[src/sv/sst_pkg.sv]
// shared types and constants of the step sequencer track
package sst_pkg;

  localparam int unsigned STEPS_DEF     = 16;
  localparam int unsigned TICK_BITS_DEF = 32;
  localparam int unsigned TICK_W        = 32;

  // pulses per quarter note, step and gate defaults follow from it
  localparam int unsigned PPQN     = 192;
  localparam logic [7:0]  TPS_RST  = 8'(PPQN / 4);
  localparam logic [7:0]  GATE_RST = 8'(PPQN / 8);

  localparam int unsigned CFG_IDX_W = 3;
  localparam logic [CFG_IDX_W-1:0] REG_PLAY_MODE  = 3'd0;
  localparam logic [CFG_IDX_W-1:0] REG_FIRST_STEP = 3'd1;
  localparam logic [CFG_IDX_W-1:0] REG_LAST_STEP  = 3'd2;
  localparam logic [CFG_IDX_W-1:0] REG_MUTED      = 3'd3;
  localparam logic [CFG_IDX_W-1:0] REG_TPS        = 3'd4;
  localparam logic [CFG_IDX_W-1:0] REG_GATE_LEN   = 3'd5;

  localparam logic [2:0] MODE_FWD  = 3'd0;
  localparam logic [2:0] MODE_BWD  = 3'd1;
  localparam logic [2:0] MODE_PING = 3'd2;
  localparam logic [2:0] MODE_PEND = 3'd3;
  localparam logic [2:0] MODE_RAND = 3'd4;

  typedef struct packed {
    logic        action;
    logic [31:0] tick_time;
    logic [15:0] random_value;
    logic [3:0]  entry_index;
    logic        entry_active;
    logic [6:0]  entry_note;
  } sst_in_t;

  typedef struct packed {
    logic [3:0] current_step;
    logic       step_advanced;
    logic       gate_level;
    logic       gate_out;
    logic [6:0] note_out;
  } sst_out_t;

  // status of the bit-serial engine
  typedef struct packed {
    logic       done;
    logic       tick_zero;
    logic [3:0] rnd_rem;
    logic       old_ge;
    logic       add_carry;
  } sst_ser_t;

  typedef struct packed {
    logic [3:0] step;
    logic       moving_down;
  } sst_pos_t;

endpackage

[src/sv/sst_serial.sv]
// bit-serial engine: tick modulo period, random modulo span, fall compare and fall time add
module sst_serial #(
  parameter int TW = 32
) (
  input  logic              clk,
  input  logic              rst_n,
  input  logic              start,
  input  logic [TW-1:0]     tick,
  input  logic [TW-1:0]     fall_time,
  input  logic [15:0]       rnd,
  input  logic [7:0]        period,
  input  logic [7:0]        glen,
  input  logic [4:0]        span,
  output sst_pkg::sst_ser_t res,
  output logic [TW-1:0]     cand
);

  localparam int CW = $clog2(TW + 1);

  logic          busy_r, busy_nxt, done_r, done_nxt;
  logic [CW-1:0] cnt_r, cnt_nxt;
  logic [TW-1:0] msb_sh_r, msb_sh_nxt, lsb_sh_r, lsb_sh_nxt;
  logic [TW-1:0] ft_sh_r, ft_sh_nxt, cand_r, cand_nxt;
  logic [15:0]   rnd_sh_r, rnd_sh_nxt;
  logic [7:0]    glen_sh_r, glen_sh_nxt, trem_r, trem_nxt;
  logic [3:0]    rrem_r, rrem_nxt;
  logic          carry_r, carry_nxt, dec_r, dec_nxt, ge_r, ge_nxt;
  logic [8:0]    tsh;
  logic [4:0]    rsh;
  logic          rnd_en, a_bit, b_bit, c_bit, sum_bit;

  always_comb begin
    tsh     = {trem_r, msb_sh_r[TW-1]};
    rsh     = {rrem_r, rnd_sh_r[15]};
    // random value has 16 bits, taken in the first 16 steps
    rnd_en  = cnt_r > CW'(TW - 16);
    a_bit   = lsb_sh_r[0];
    b_bit   = glen_sh_r[0];
    c_bit   = carry_r;
    sum_bit = a_bit ^ b_bit ^ c_bit;

    busy_nxt    = busy_r;
    done_nxt    = 1'b0;
    cnt_nxt     = cnt_r;
    msb_sh_nxt  = msb_sh_r;
    lsb_sh_nxt  = lsb_sh_r;
    ft_sh_nxt   = ft_sh_r;
    cand_nxt    = cand_r;
    rnd_sh_nxt  = rnd_sh_r;
    glen_sh_nxt = glen_sh_r;
    trem_nxt    = trem_r;
    rrem_nxt    = rrem_r;
    carry_nxt   = carry_r;
    dec_nxt     = dec_r;
    ge_nxt      = ge_r;

    if (start) begin
      busy_nxt    = 1'b1;
      cnt_nxt     = CW'(TW);
      msb_sh_nxt  = tick;
      lsb_sh_nxt  = tick;
      ft_sh_nxt   = fall_time;
      rnd_sh_nxt  = rnd;
      glen_sh_nxt = glen;
      trem_nxt    = '0;
      rrem_nxt    = '0;
      carry_nxt   = 1'b0;
      dec_nxt     = 1'b0;
      ge_nxt      = 1'b0;
    end else if (busy_r) begin
      // restoring remainder, one tick bit per cycle, msb first
      trem_nxt = (tsh >= {1'b0, period}) ? 8'(tsh - {1'b0, period}) : tsh[7:0];
      if (rnd_en) begin
        rrem_nxt   = (rsh >= span) ? 4'(rsh - span) : rsh[3:0];
        rnd_sh_nxt = {rnd_sh_r[14:0], 1'b0};
      end
      // first differing bit from the top decides tick against old fall time
      if (!dec_r && (msb_sh_r[TW-1] != ft_sh_r[TW-1])) begin
        dec_nxt = 1'b1;
        ge_nxt  = msb_sh_r[TW-1];
      end
      msb_sh_nxt  = {msb_sh_r[TW-2:0], 1'b0};
      ft_sh_nxt   = {ft_sh_r[TW-2:0], 1'b0};
      // ripple add of gate length, lsb first
      lsb_sh_nxt  = {1'b0, lsb_sh_r[TW-1:1]};
      glen_sh_nxt = {1'b0, glen_sh_r[7:1]};
      cand_nxt    = {sum_bit, cand_r[TW-1:1]};
      carry_nxt   = (a_bit & b_bit) | (a_bit & c_bit) | (b_bit & c_bit);
      cnt_nxt     = cnt_r - CW'(1);
      if (cnt_r == CW'(1)) begin
        busy_nxt = 1'b0;
        done_nxt = 1'b1;
      end
    end
  end

  always_ff @(posedge clk) begin
    if (!rst_n) begin
      busy_r <= 1'b0;
      done_r <= 1'b0;
      cnt_r  <= '0;
    end else begin
      busy_r <= busy_nxt;
      done_r <= done_nxt;
      cnt_r  <= cnt_nxt;
    end
  end

  always_ff @(posedge clk) begin
    msb_sh_r  <= msb_sh_nxt;
    lsb_sh_r  <= lsb_sh_nxt;
    ft_sh_r   <= ft_sh_nxt;
    cand_r    <= cand_nxt;
    rnd_sh_r  <= rnd_sh_nxt;
    glen_sh_r <= glen_sh_nxt;
    trem_r    <= trem_nxt;
    rrem_r    <= rrem_nxt;
    carry_r   <= carry_nxt;
    dec_r     <= dec_nxt;
    ge_r      <= ge_nxt;
  end

  assign res.done      = done_r;
  assign res.tick_zero = (trem_r == 8'd0);
  assign res.rnd_rem   = rrem_r;
  assign res.old_ge    = !dec_r || ge_r;
  assign res.add_carry = carry_r;
  assign cand          = cand_r;

endmodule

[src/sv/sst_step_next.sv]
// next playing step and direction for each play mode
module sst_step_next (
  input  logic [2:0]        mode,
  input  logic [3:0]        lo,
  input  logic [3:0]        hi,
  input  logic [3:0]        rnd_rem,
  input  logic              started,
  input  sst_pkg::sst_pos_t cur,
  output sst_pkg::sst_pos_t nxt
);

  logic [3:0] rnd_step;

  always_comb begin
    rnd_step = 4'(rnd_rem + lo);
    nxt      = cur;
    if (!started) begin
      if (mode == sst_pkg::MODE_BWD) begin
        nxt.step = hi;
      end else if (mode == sst_pkg::MODE_RAND) begin
        nxt.step = rnd_step;
      end else begin
        nxt.step = lo;
      end
    end else begin
      unique case (mode)
        sst_pkg::MODE_BWD: begin
          nxt.step = (cur.step <= lo) ? hi : cur.step - 4'd1;
        end
        sst_pkg::MODE_PING, sst_pkg::MODE_PEND: begin
          if (!cur.moving_down && cur.step >= hi) begin
            nxt.moving_down = 1'b1;
            // ping-pong steps away from the end, pendulum repeats it
            if (mode == sst_pkg::MODE_PING && cur.step > lo) nxt.step = cur.step - 4'd1;
          end else if (cur.moving_down && cur.step <= lo) begin
            nxt.moving_down = 1'b0;
            if (mode == sst_pkg::MODE_PING && cur.step < hi) nxt.step = cur.step + 4'd1;
          end else if (cur.moving_down) begin
            nxt.step = cur.step - 4'd1;
          end else begin
            nxt.step = cur.step + 4'd1;
          end
        end
        sst_pkg::MODE_RAND: begin
          nxt.step = rnd_step;
        end
        default: begin
          nxt.step = (cur.step >= hi) ? lo : cur.step + 4'd1;
        end
      endcase
    end
  end

endmodule

[src/sv/sst_step_mem.sv]
// step table memory with per-entry valid bits cleared by reset
module sst_step_mem #(
  parameter int STEPS = 16
) (
  input  logic       clk,
  input  logic       rst_n,
  input  logic       we,
  input  logic [3:0] waddr,
  input  logic [7:0] wdata,
  input  logic [3:0] raddr,
  output logic [7:0] rdata
);

  localparam int AW = $clog2(STEPS);

  logic [7:0]      mem [STEPS];
  logic [STEPS-1:0] valid_r;
  logic [AW+3:0]   wext, rext;
  logic [AW-1:0]   wa, ra;
  logic            w_in, r_in;
  logic [7:0]      rd_r;
  logic            rv_r;

  always_comb begin
    wext = (AW + 4)'(waddr);
    rext = (AW + 4)'(raddr);
    wa   = wext[AW-1:0];
    ra   = rext[AW-1:0];
    // indexes past the table are dropped on write and read as empty
    w_in = {28'd0, waddr} < 32'(STEPS);
    r_in = {28'd0, raddr} < 32'(STEPS);
  end

  always_ff @(posedge clk) begin
    if (we && w_in) mem[wa] <= wdata;
    rd_r <= mem[ra];
  end

  always_ff @(posedge clk) begin
    if (!rst_n) begin
      valid_r <= '0;
      rv_r    <= 1'b0;
    end else begin
      if (we && w_in) valid_r[wa] <= 1'b1;
      rv_r <= valid_r[ra] && r_in;
    end
  end

  assign rdata = rv_r ? rd_r : 8'd0;

endmodule

[src/sv/step_sequencer_track_core.sv]
// step sequencer track top level: control sequencer, state and output register
//
//   channel  direction  handshake           payload
//   in_      input      in_valid/in_stall    sst_pkg::sst_in_t
//   out_     output     out_valid/out_stall  sst_pkg::sst_out_t
//   cfg_     input      cfg_we               cfg_idx, cfg_wdata
//
// a tick request runs the bit-serial engine over min(TICK_BITS,32) tick bits, one tick bit per cycle,
// then passes S_STEP and S_GATE when the step advances, and ends in S_DONE
// a table write request goes straight from S_IDLE to S_DONE
// reset is synchronous, active low; the step table reads as empty until written
// one request at a time; a finished result waits in the output register under out_stall
module step_sequencer_track_core #(
  parameter int STEPS     = sst_pkg::STEPS_DEF,
  parameter int TICK_BITS = sst_pkg::TICK_BITS_DEF
) (
  input  logic                            clk,
  input  logic                            rst_n,
  input  logic                            in_valid,
  output logic                            in_stall,
  input  sst_pkg::sst_in_t                in_data,
  output logic                            out_valid,
  input  logic                            out_stall,
  output sst_pkg::sst_out_t               out_data,
  input  logic                            cfg_we,
  input  logic [sst_pkg::CFG_IDX_W-1:0]   cfg_idx,
  input  logic [7:0]                      cfg_wdata
);

  localparam int TW = (TICK_BITS < int'(sst_pkg::TICK_W)) ? TICK_BITS : int'(sst_pkg::TICK_W);

  typedef enum logic [4:0] {
    S_IDLE = 5'b00001,
    S_RUN  = 5'b00010,
    S_STEP = 5'b00100,
    S_GATE = 5'b01000,
    S_DONE = 5'b10000
  } sst_state_t;

  sst_state_t state_r, state_nxt;

  logic [2:0] mode_r;
  logic [3:0] first_r, last_r;
  logic       muted_r;
  logic [7:0] tps_r, glen_cfg_r;

  logic [3:0] lo, hi;
  logic [4:0] span;
  logic [7:0] period, glen;

  logic [3:0]    step_r, step_nxt;
  logic          started_r, started_nxt, down_r, down_nxt;
  logic          gate_now_r, gate_now_nxt, gate_mask_r, gate_mask_nxt;
  logic          fall_pend_r, fall_pend_nxt, adv_r, adv_nxt;
  logic [TW-1:0] fall_time_r, fall_time_nxt;
  logic [6:0]    note_r, note_nxt;
  logic          out_valid_r, out_valid_nxt;
  sst_pkg::sst_out_t out_data_r;

  logic              in_acc, mem_we, ser_start, out_load;
  sst_pkg::sst_ser_t ser;
  logic [TW-1:0]     cand;
  sst_pkg::sst_pos_t pos_cur, pos_nxt;
  logic [7:0]        entry;

  // configuration registers
  always_ff @(posedge clk) begin
    if (!rst_n) begin
      mode_r     <= sst_pkg::MODE_FWD;
      first_r    <= 4'd0;
      last_r     <= 4'd15;
      muted_r    <= 1'b0;
      tps_r      <= sst_pkg::TPS_RST;
      glen_cfg_r <= sst_pkg::GATE_RST;
    end else if (cfg_we) begin
      unique case (cfg_idx)
        sst_pkg::REG_PLAY_MODE:  mode_r     <= cfg_wdata[2:0];
        sst_pkg::REG_FIRST_STEP: first_r    <= cfg_wdata[3:0];
        sst_pkg::REG_LAST_STEP:  last_r     <= cfg_wdata[3:0];
        sst_pkg::REG_MUTED:      muted_r    <= cfg_wdata[0];
        sst_pkg::REG_TPS:        tps_r      <= cfg_wdata;
        sst_pkg::REG_GATE_LEN:   glen_cfg_r <= cfg_wdata;
        default: ;
      endcase
    end
  end

  always_comb begin
    lo     = first_r;
    hi     = (last_r < first_r) ? first_r : last_r;
    span   = {1'b0, hi} - {1'b0, lo} + 5'd1;
    period = (tps_r == 8'd0) ? 8'd1 : tps_r;
    glen   = (glen_cfg_r < period) ? glen_cfg_r : period - 8'd1;
  end

  sst_serial #(
    .TW (TW)
  ) u_serial (
    .clk       (clk),
    .rst_n     (rst_n),
    .start     (ser_start),
    .tick      (in_data.tick_time[TW-1:0]),
    .fall_time (fall_time_r),
    .rnd       (in_data.random_value),
    .period    (period),
    .glen      (glen),
    .span      (span),
    .res       (ser),
    .cand      (cand)
  );

  assign pos_cur.step        = step_r;
  assign pos_cur.moving_down = down_r;

  sst_step_next u_next (
    .mode    (mode_r),
    .lo      (lo),
    .hi      (hi),
    .rnd_rem (ser.rnd_rem),
    .started (started_r),
    .cur     (pos_cur),
    .nxt     (pos_nxt)
  );

  sst_step_mem #(
    .STEPS (STEPS)
  ) u_mem (
    .clk   (clk),
    .rst_n (rst_n),
    .we    (mem_we),
    .waddr (in_data.entry_index),
    .wdata ({in_data.entry_active, in_data.entry_note}),
    .raddr (pos_nxt.step),
    .rdata (entry)
  );

  assign in_stall = (state_r != S_IDLE);
  assign in_acc   = in_valid && !in_stall;

  always_comb begin
    state_nxt     = state_r;
    step_nxt      = step_r;
    started_nxt   = started_r;
    down_nxt      = down_r;
    gate_now_nxt  = gate_now_r;
    gate_mask_nxt = gate_mask_r;
    fall_pend_nxt = fall_pend_r;
    fall_time_nxt = fall_time_r;
    note_nxt      = note_r;
    adv_nxt       = adv_r;
    mem_we        = 1'b0;
    ser_start     = 1'b0;
    out_load      = 1'b0;

    unique case (state_r)
      S_IDLE: begin
        if (in_acc) begin
          adv_nxt = 1'b0;
          if (in_data.action) begin
            mem_we    = 1'b1;
            state_nxt = S_DONE;
          end else begin
            ser_start = 1'b1;
            state_nxt = S_RUN;
          end
        end
      end
      S_RUN: begin
        if (ser.done) begin
          if (ser.tick_zero) begin
            state_nxt = S_STEP;
          end else begin
            if (fall_pend_r && ser.old_ge) begin
              gate_now_nxt  = 1'b0;
              gate_mask_nxt = 1'b0;
              fall_pend_nxt = 1'b0;
            end
            state_nxt = S_DONE;
          end
        end
      end
      S_STEP: begin
        // table read of the new step is registered here
        step_nxt    = pos_nxt.step;
        down_nxt    = pos_nxt.moving_down;
        started_nxt = 1'b1;
        state_nxt   = S_GATE;
      end
      S_GATE: begin
        adv_nxt  = 1'b1;
        note_nxt = entry[6:0];
        if (entry[7]) begin
          fall_time_nxt = cand;
          // new fall is already due when the add wraps or the length is zero
          if (ser.add_carry || glen == 8'd0) begin
            gate_now_nxt  = 1'b0;
            gate_mask_nxt = 1'b0;
            fall_pend_nxt = 1'b0;
          end else begin
            gate_now_nxt  = 1'b1;
            gate_mask_nxt = !muted_r;
            fall_pend_nxt = 1'b1;
          end
        end else if (fall_pend_r && ser.old_ge) begin
          gate_now_nxt  = 1'b0;
          gate_mask_nxt = 1'b0;
          fall_pend_nxt = 1'b0;
        end
        state_nxt = S_DONE;
      end
      S_DONE: begin
        if (!out_valid_r || !out_stall) begin
          out_load  = 1'b1;
          state_nxt = S_IDLE;
        end
      end
      default: state_nxt = S_IDLE;
    endcase

    if (out_load) begin
      out_valid_nxt = 1'b1;
    end else if (out_valid_r && !out_stall) begin
      out_valid_nxt = 1'b0;
    end else begin
      out_valid_nxt = out_valid_r;
    end
  end

  always_ff @(posedge clk) begin
    if (!rst_n) begin
      state_r     <= S_IDLE;
      step_r      <= 4'd0;
      started_r   <= 1'b0;
      down_r      <= 1'b0;
      gate_now_r  <= 1'b0;
      gate_mask_r <= 1'b0;
      fall_pend_r <= 1'b0;
      fall_time_r <= '0;
      note_r      <= 7'd0;
      adv_r       <= 1'b0;
      out_valid_r <= 1'b0;
    end else begin
      state_r     <= state_nxt;
      step_r      <= step_nxt;
      started_r   <= started_nxt;
      down_r      <= down_nxt;
      gate_now_r  <= gate_now_nxt;
      gate_mask_r <= gate_mask_nxt;
      fall_pend_r <= fall_pend_nxt;
      fall_time_r <= fall_time_nxt;
      note_r      <= note_nxt;
      adv_r       <= adv_nxt;
      out_valid_r <= out_valid_nxt;
    end
  end

  always_ff @(posedge clk) begin
    if (out_load) begin
      out_data_r.current_step  <= step_r;
      out_data_r.step_advanced <= adv_r;
      out_data_r.gate_level    <= gate_now_r;
      out_data_r.gate_out      <= gate_mask_r;
      out_data_r.note_out      <= note_r;
    end
  end

  assign out_valid = out_valid_r;
  assign out_data  = out_data_r;

endmodule

[config.mk]
export PLATFORM = sky130hd
export DESIGN_NAME = step_sequencer_track_core
export DESIGN_NICKNAME = d
export VERILOG_FILES = /design/src/sv/sst_pkg.sv /design/src/sv/sst_serial.sv /design/src/sv/sst_step_next.sv /design/src/sv/sst_step_mem.sv /design/src/sv/step_sequencer_track_core.sv
export SDC_FILE = /design/constraint.sdc
export NUM_CORES = 1
export LEC_CHECK = 0
export CAP_MARGIN = 20
export CORE_MARGIN = 8
export CORE_UTILIZATION = 25
export DETAILED_ROUTE_END_ITERATION = 8
export DONT_BUFFER_PORTS = 1
export HOLD_SLACK_MARGIN = 0.05
export MAX_ROUTING_LAYER = met4
export PLACE_DENSITY = 0.46
export RECOVER_POWER = 50
export SYNTH_ARGS = -nofsm -noshare
export SYNTH_HDL_FRONTEND = slang
export SYNTH_SLANG_ARGS = --single-unit
[constraint.sdc]
create_clock -name clk -period 6.24 [get_ports clk]
set_clock_uncertainty 0.1 [all_clocks]
set_input_delay 0.312 -clock clk [delete_from_list [all_inputs] [get_ports clk]]
set_output_delay 0.312 -clock clk [all_outputs]
set_load 0.05 [all_outputs]
== Word-level counts from Yosys, hierarchy flattened ==
Memories as Yosys holds them, arrays and structs flattened. A register that Yosys moved wholly into a read port is not among the register bits.
Index checks and enable logic that the tools add are counted.
Storage, ports and cells
  flip-flop bits (word level): 289
  latch bits: 0
  RAM bits: 128
  ROM bits: 0
  input bits: 77
  output and inout bits: 16
  word-level logic and storage cells: 215
  memories: 1
Operators by class
  add/subtract/negate cells: 9
  multipliers: 0
  div/mod/pow operators: 0
  order comparisons: 12
  equality and inequality tests: 21
  shift operators: 0
  mux-type cells: 76
  bitwise logic cells: 11
  reduce and logical (&&, ||, !) cells: 46
Memory list
  u_mem.mem: words 16, bits a word 8, read ports 1, clocked after Yosys merged registers in 1, wr ports 1, RTL line sst_step_mem.sv:16  | logic [7:0] mem [STEPS];
Operator list (number)
  $mux 32: 6
  $mux 16: 3
  $mux 8: 6
  $mux 4: 11
  $mux 1: 34
  $mux 5: 6
  $pmux 5 s5: 1
  $logic_not 8->1: 3
  $reduce_and 2->1: 12
  $or 16x16->16: 1
  $eq 3x2->1 const B: 4
  $mux 6: 2
  $pmux 4 s3: 1
  $reduce_bool 2->1: 6
  $lt 4x5->1 const B: 2
  $eq 3x3->1 const B: 3
  $ge 9x8->1: 1
  $logic_and 1x1->1: 9
  $lt 4x4->1: 2
  $lt 8x8->1: 1
  $pmux 1 s2: 4
  $sub 8x1->8 const B: 1
  $sub 8x8->8: 1
  $eq 3x1->1 const B: 2
  36 further kinds: 53

== Longest topological paths before layout ==
  word-level depth: 11
  mapped depth: 21
  gate-level depth less buffers: 20

== By module ==
A second synthesis with hierarchy kept.
Second synthesis, totals
  cells, all modules: 1521
  area, all modules: 18774.3 um^2
By module, submodules not included
  sst_serial: instances 1, cells each 586, area an instance 7611.0 um^2, seq. area each 5024.8 um^2
  sst_step_mem: instances 1, cells each 290, area an instance 5803.1 um^2, seq. area each 4344.2 um^2
  step_sequencer_track_core: instances 1, cells each 509, area an instance 4385.5 um^2, seq. area each 2082.0 um^2
  sst_step_next: instances 1, cells each 136, area an instance 974.7 um^2, seq. area each 0.0 um^2

== Least setup slack after synthesis ==
OpenSTA, ideal clock, no wires.
  path type: reg2reg
  start point: register state_r[3]
  end point: register u_serial.ft_sh_r[0], enable pin
  library setup time: 0.467 ns
  arrival: 3.903 ns
  required time: 5.673 ns
  setup slack: 1.770 ns
  cell stages (with the launch flop): 10
  path buffers: 3
  period minus slack after synthesis: 4.470 ns
  cell sequence: dfxtp_1 > clkbuf_1 > nor3_1 > nand2_1 > nor2_1 > nand2_1 > or2_2 > clkbuf_1 > clkbuf_1 > nand2_1
Between the ends
  longest elaborated chain between the ends: 6
  elaborated cells on any way between the ends: 7
  those cells by class: eq/ne: 2; mux: 2; reduce/logical: 3
Ends and longest elaborated chain
  start, declared: RTL line step_sequencer_track_core.sv:40  | sst_state_t state_r, state_nxt;
  start signal, assigned: RTL line step_sequencer_track_core.sv:243  | state_r <= state_nxt;
  $ne 5x1->1: RTL line step_sequencer_track_core.sv:137  | assign in_stall = (state_r != S_IDLE);
  $logic_not 1->1: RTL line step_sequencer_track_core.sv:138  | assign in_acc = in_valid && !in_stall;
  $logic_and 1x1->1: RTL line step_sequencer_track_core.sv:138
  $mux 1: RTL line step_sequencer_track_core.sv:157  | if (in_acc) begin
  $mux 1 (*): RTL line step_sequencer_track_core.sv:155  | unique case (state_r)
  $reduce_bool 2->1 (no line) (*)
  end signal, assigned: RTL line sst_serial.sv:112  | ft_sh_r <= ft_sh_nxt;
  end, declared: RTL line sst_serial.sv:23  | logic [TW-1:0] ft_sh_r, ft_sh_nxt, cand_r, cand_nxt;
Every way passes the cells marked *; elsewhere a longest branch is shown, timed or not.
A chain may end at the register's enable or synchronous reset.

== Worst setup path in the final report ==
  start point: register first_r[1]
  end point: register u_mem.rd_r[6] (read register of u_mem.mem)
Between the ends
  longest elaborated chain between the ends: 9
  elaborated cells on any way between the ends: 21
  those cells by class: add/sub: 1; order compare: 5; mux: 11; reduce/logical: 4
Ends and longest elaborated chain
  start, declared: RTL line step_sequencer_track_core.sv:43  | logic [3:0] first_r, last_r;
  start signal, assigned: RTL line step_sequencer_track_core.sv:78  | sst_pkg::REG_FIRST_STEP: first_r <= cfg_wdata[3:0];
  $lt 4x4->1: RTL line step_sequencer_track_core.sv:90  | hi = (last_r < first_r) ? first_r : last_r;
  $mux 4: RTL line step_sequencer_track_core.sv:90
  $lt 4x4->1: RTL line sst_step_next.sv:37  | if (mode == sst_pkg::MODE_PING && cur.step < hi) nxt.step = cur.step + 4'd1;
  $logic_and 1x1->1: RTL line sst_step_next.sv:37
  $mux 4: RTL line sst_step_next.sv:37
  $mux 4: RTL line sst_step_next.sv:35  | end else if (cur.moving_down && cur.step <= lo) begin
  $mux 5: RTL line sst_step_next.sv:31  | if (!cur.moving_down && cur.step >= hi) begin
  $pmux 4 s3: RTL line sst_step_next.sv:26  | unique case (mode)
  $mux 4 (*): RTL line sst_step_next.sv:17  | if (!started) begin
  end, declared: RTL line sst_step_mem.sv:21  | logic [7:0] rd_r;
Marked as above.

==> implementation parameters <==
Parameter                              Value

Clocking
  Bufs on Longest Clock Path    3
  Root buffer selected by CTS    clkbuf_16
  Number of post-CTS setup repair buffers    0
  Clock H-tree levels    2
  Number of buffers added by the clock tree synthesis step    48
  Clock latency on the worst-skew pair    roughly 570 ps
  CTS Sinks    between 400 and 500
  Clock tree from TritonCTS    built
  Post_cts resized    0
  CTS clock-pin slew for the worst setup and hold paths    60 ps

STA
  Post-route fraction of the period consumed by the critical path    between 80% and 90%
  Max-slew violations    roughly 120
  RSZ-0062 raised after global routing    false
  Achievable frequency    0.178 GHz
  WHS    99.0 ps
  Worst-margin pin slew    between 2000 and 2500 ps
  Setup violations, final    0
  Normalized max-slew margin    -62.1%
  Final critical path time including I/O delays and setup    5610 ps
  Number of hold violations in the final report    0
  Worst path setup slack after routing    630 ps
  Post-Route Setup TNS    0 ps

Worst setup path
  Category of cells accounting for the largest share of critical-path delay    simple AND/OR/NAND/NOR gates
  Number of buffer and inverter instances along the worst setup path    2
  Max stage delay on crit path    860 ps
  Sort of element at the end of the critical path    flop
  Required time of the worst setup path    approximately 6600 ps
  Peak fanout along the critical path    35
  R2r setup slk    630 ps
  Worst setup path endpoint    u_mem.rd_r[6]
  Element type at the critical path start    flop
  Kind of critical path    reg2reg
  Crit. Startpoint    first_r[1]
  Critical Path, Cell by Cell    inv_1 -> ha_1 -> a2111o_1 -> and3_4 -> nor2_1 -> ha_1 -> nor2b_1 -> o211a_1 -> nor2_1 -> buf_4 -> a221oi_1 -> o21a_4 -> nor2_4 -> mux2i_1 -> mux2_2 -> o311ai_0
  Endpoint of the worst register-to-register path    u_mem.rd_r[6]
  Endpoint arrival time on the critical path    ~6000 ps
  Number of cells on the worst reg-to-reg path    16
  Stages on the worst setup path    16
  Origin of the critical flop-to-flop path    first_r[1]
  Critical Path Slowest Stage Cell    nor2_4

Power
  Clock network power share    40.2%
  Relative contribution of combinational cells to total power    11.5%
  Overall power of the completed layout    6870 uW
  Static Leakage    0.00800 uW
  Ratio of total power to cell area    307 nW/um^2
  Fraction of power spent switching nets    25.3%
  Relative contribution of sequential cells to total power    48.3%
  Int Pwr    5130 uW
  IR drop worst, VDD    0.206 mV
  Switching pwr    about 1700 uW

Synth
  Syn avg cell area    10.8 um^2
  Cell types with the largest area share after synthesis    edfxtp_1, dfxtp_1, nand2_1, ha_1, nand3_1
  Yosys reg bits    425
  Area leader, netlist    edfxtp_1
  Yosys Warn Count    0
  Number of enable-type register cells in the synthesized netlist    294
  Ys flop type    edfxtp_1
  Count of mapped cells out of synthesis    about 1,700
  Net count of the mapped netlist    around 1,900
  Netlist area before placement    about 19,000 um^2
  Most common library cells after synthesis    nand2_1, edfxtp_1, dfxtp_1
  Synth async-reset ratio    0%
  Proportion of synthesized chip area in sequential cells    60.7%
  Cell with the most instances after synthesis    nand2_1
  Number of distinct library cells after synthesis    70
  Area share of the largest cell type after synthesis    a little under half

Cells and area
  Fillcell total    7,725
  Share of final-layout standard cells stronger than drive strength 1    under 10%
  Net count reported at finish    1,945
  Final core utilization    30.0%
  Synth-to-Final Area Change    18.6%

Floorplanning
  Number of standard-cell rows in the floorplan    100
  Starting density of the core    25.3%
  Vertical die dimension    roughly 290 um
  Total core area    74,600 um^2
  Horizontal die dimension    291 um
  Full die area    84,500 um^2
  I/O pin count    93

Placement
  Final RePlAce weighted congestion    0.833
  Detailed Place HPWL    31,200 um
  Count of input and output buffers    0
  Post-placement worst setup slack    667 ps

Detailed routing
  Vias per inst    4.62
  Number of iterations in the first detailed-routing pass    5
  WL/cell    roughly 17 um
  First-iteration detailed-routing DRC count    817
  DR vias    ~13,000
  Remaining design rule violation count    0
  ANT nets after route    0
  DRT Wirelength    48,800 um

Global route
  Number of antenna violations at the first check in global routing    1
  Remaining global-route overflow    0
  Largest net degree at the start of global routing    102
  First-pass GRT wire length    between 70,000 and 80,000 um
  Number of global-route vias before repair    approximately 13,000
  GR Util All Layers    11.5%

Flow run
  Maximum Capacitance Violations    4

Status
  Failing checks    capacitance limit, slew limit
  Outcome    complete, but fails checks

Min path
  Type of the worst min-delay path    in2reg
how the worst min path moves through the flow:
stage               cells after the start  slack (ps)       start         endpoint
CTS                                     2          60       rst_n  fall_time_r[30]
global placement                        0         310  in_data[4]  u_mem.mem[3][4]
global route                            2          90       rst_n  fall_time_r[29]
finish                                  2         100       rst_n  fall_time_r[30]
floorplan                               0         310   note_r[0]      out_data[0]
detailed placement                      0         310  in_data[4]  u_mem.mem[3][4]
sequential cells by signal (all words and copies together), names as in the netlist, 5 cells and up:
| name | count |
|---|---|
| u_mem.rd_r | 8 |
| fall_time_r | 32 |
| u_serial.trem_r | 8 |
| u_serial.cand | 32 |
| tps_r | 8 |
| u_serial.lsb_sh_r | 32 |
| u_serial.glen_sh_r | 8 |
| u_mem.mem | 128 |
| out_data | 14 |
| glen_cfg_r | 8 |
| state_r | 5 |
| u_mem.valid_r | 16 |
| u_serial.rnd_sh_r | 16 |
| u_serial.ft_sh_r | 32 |
| note_r | 7 |
| u_serial.cnt_r | 6 |
| u_serial.msb_sh_r | 32 |
area by class of cell:
class / instances / area [um^2] / share of cell area, %
flip-flops and latches: 425 / 11500 / 51.2
multi-input cells: 1179 / 6880 / 30.8
clock buffers: 70 / 1400 / 6.25
well taps: 969 / 1210 / 5.42
repair buffers: 114 / 1090 / 4.89
inverters: 47 / 176 / 0.789
clock inverters: 20 / 143 / 0.638
diodes: 1 / 2.50 / 0.0112
layer usage:
layer	track usage [%]	up-vias	wire, um
met2	17.5	288	21300
met5	-	-	0
met1	15.1	6343	23100
li1	-	6349	-
met3	3.02	80	3230
met4	3.39	0	1200
metrics by stage:
stage	instance area (um^2)	instances
global route	22400	2825
detailed placement	19900	2639
floorplan	18900	1741
CTS	22400	2821
finish	22400	2825
global placement	19900	2638
repair_timing:
item                                   in CTS  in global routing
hold buffers                               92                  0
endpoints found under the hold margin     374                  0
setup endpoints to repair                   0                  0
cell usage in the layout (no fill, tap or decap), types with 22 or more instances in the layout:
| cell | instances |
|---|---|
| inv_1 | 47 |
| ha_1 | 48 |
| o21a_1 | 22 |
| mux2i_1 | 32 |
| clkbuf_16 | 50 |
| o21ai_0 | 56 |
| dfxtp_1 | 131 |
| nor2_1 | 87 |
| dlygate4sd3_1 | 91 |
| a21oi_1 | 55 |
| edfxtp_1 | 294 |
| nand3_1 | 88 |
| a21boi_0 | 55 |
| o211ai_1 | 40 |
| nand2_1 | 443 |
power groups by stage:
| stage | logic, uW | registers, uW | clock network (uW) |
|---|---|---|---|
| 3_5_place_dp | 724 | 3380 | 0 |
| 5_1_grt | 898 | 3340 | 2980 |
| 6_report | 790 | 3320 | 2760 |
| 2_1_floorplan | 582 | 3350 | 0 |
| 3_3_place_gp | 711 | 3380 | 0 |
| 4_1_cts | 803 | 3320 | 2860 |
cells by family after synthesis:
logic type / after synthesis / share of synthesized area (%)
AOI/OAI and AO/OA: 314 / 11.3
xor gates and xnor gates: 26 / 1.28
adders and majority gates: 53 / 3.72
buffers and inverters: 137 / 2.89
DFF: 425 / 60.7
muxes: 64 / 3.61
and+or+nand+nor: 722 / 16.5
Power figures use the tool's default switching activity.
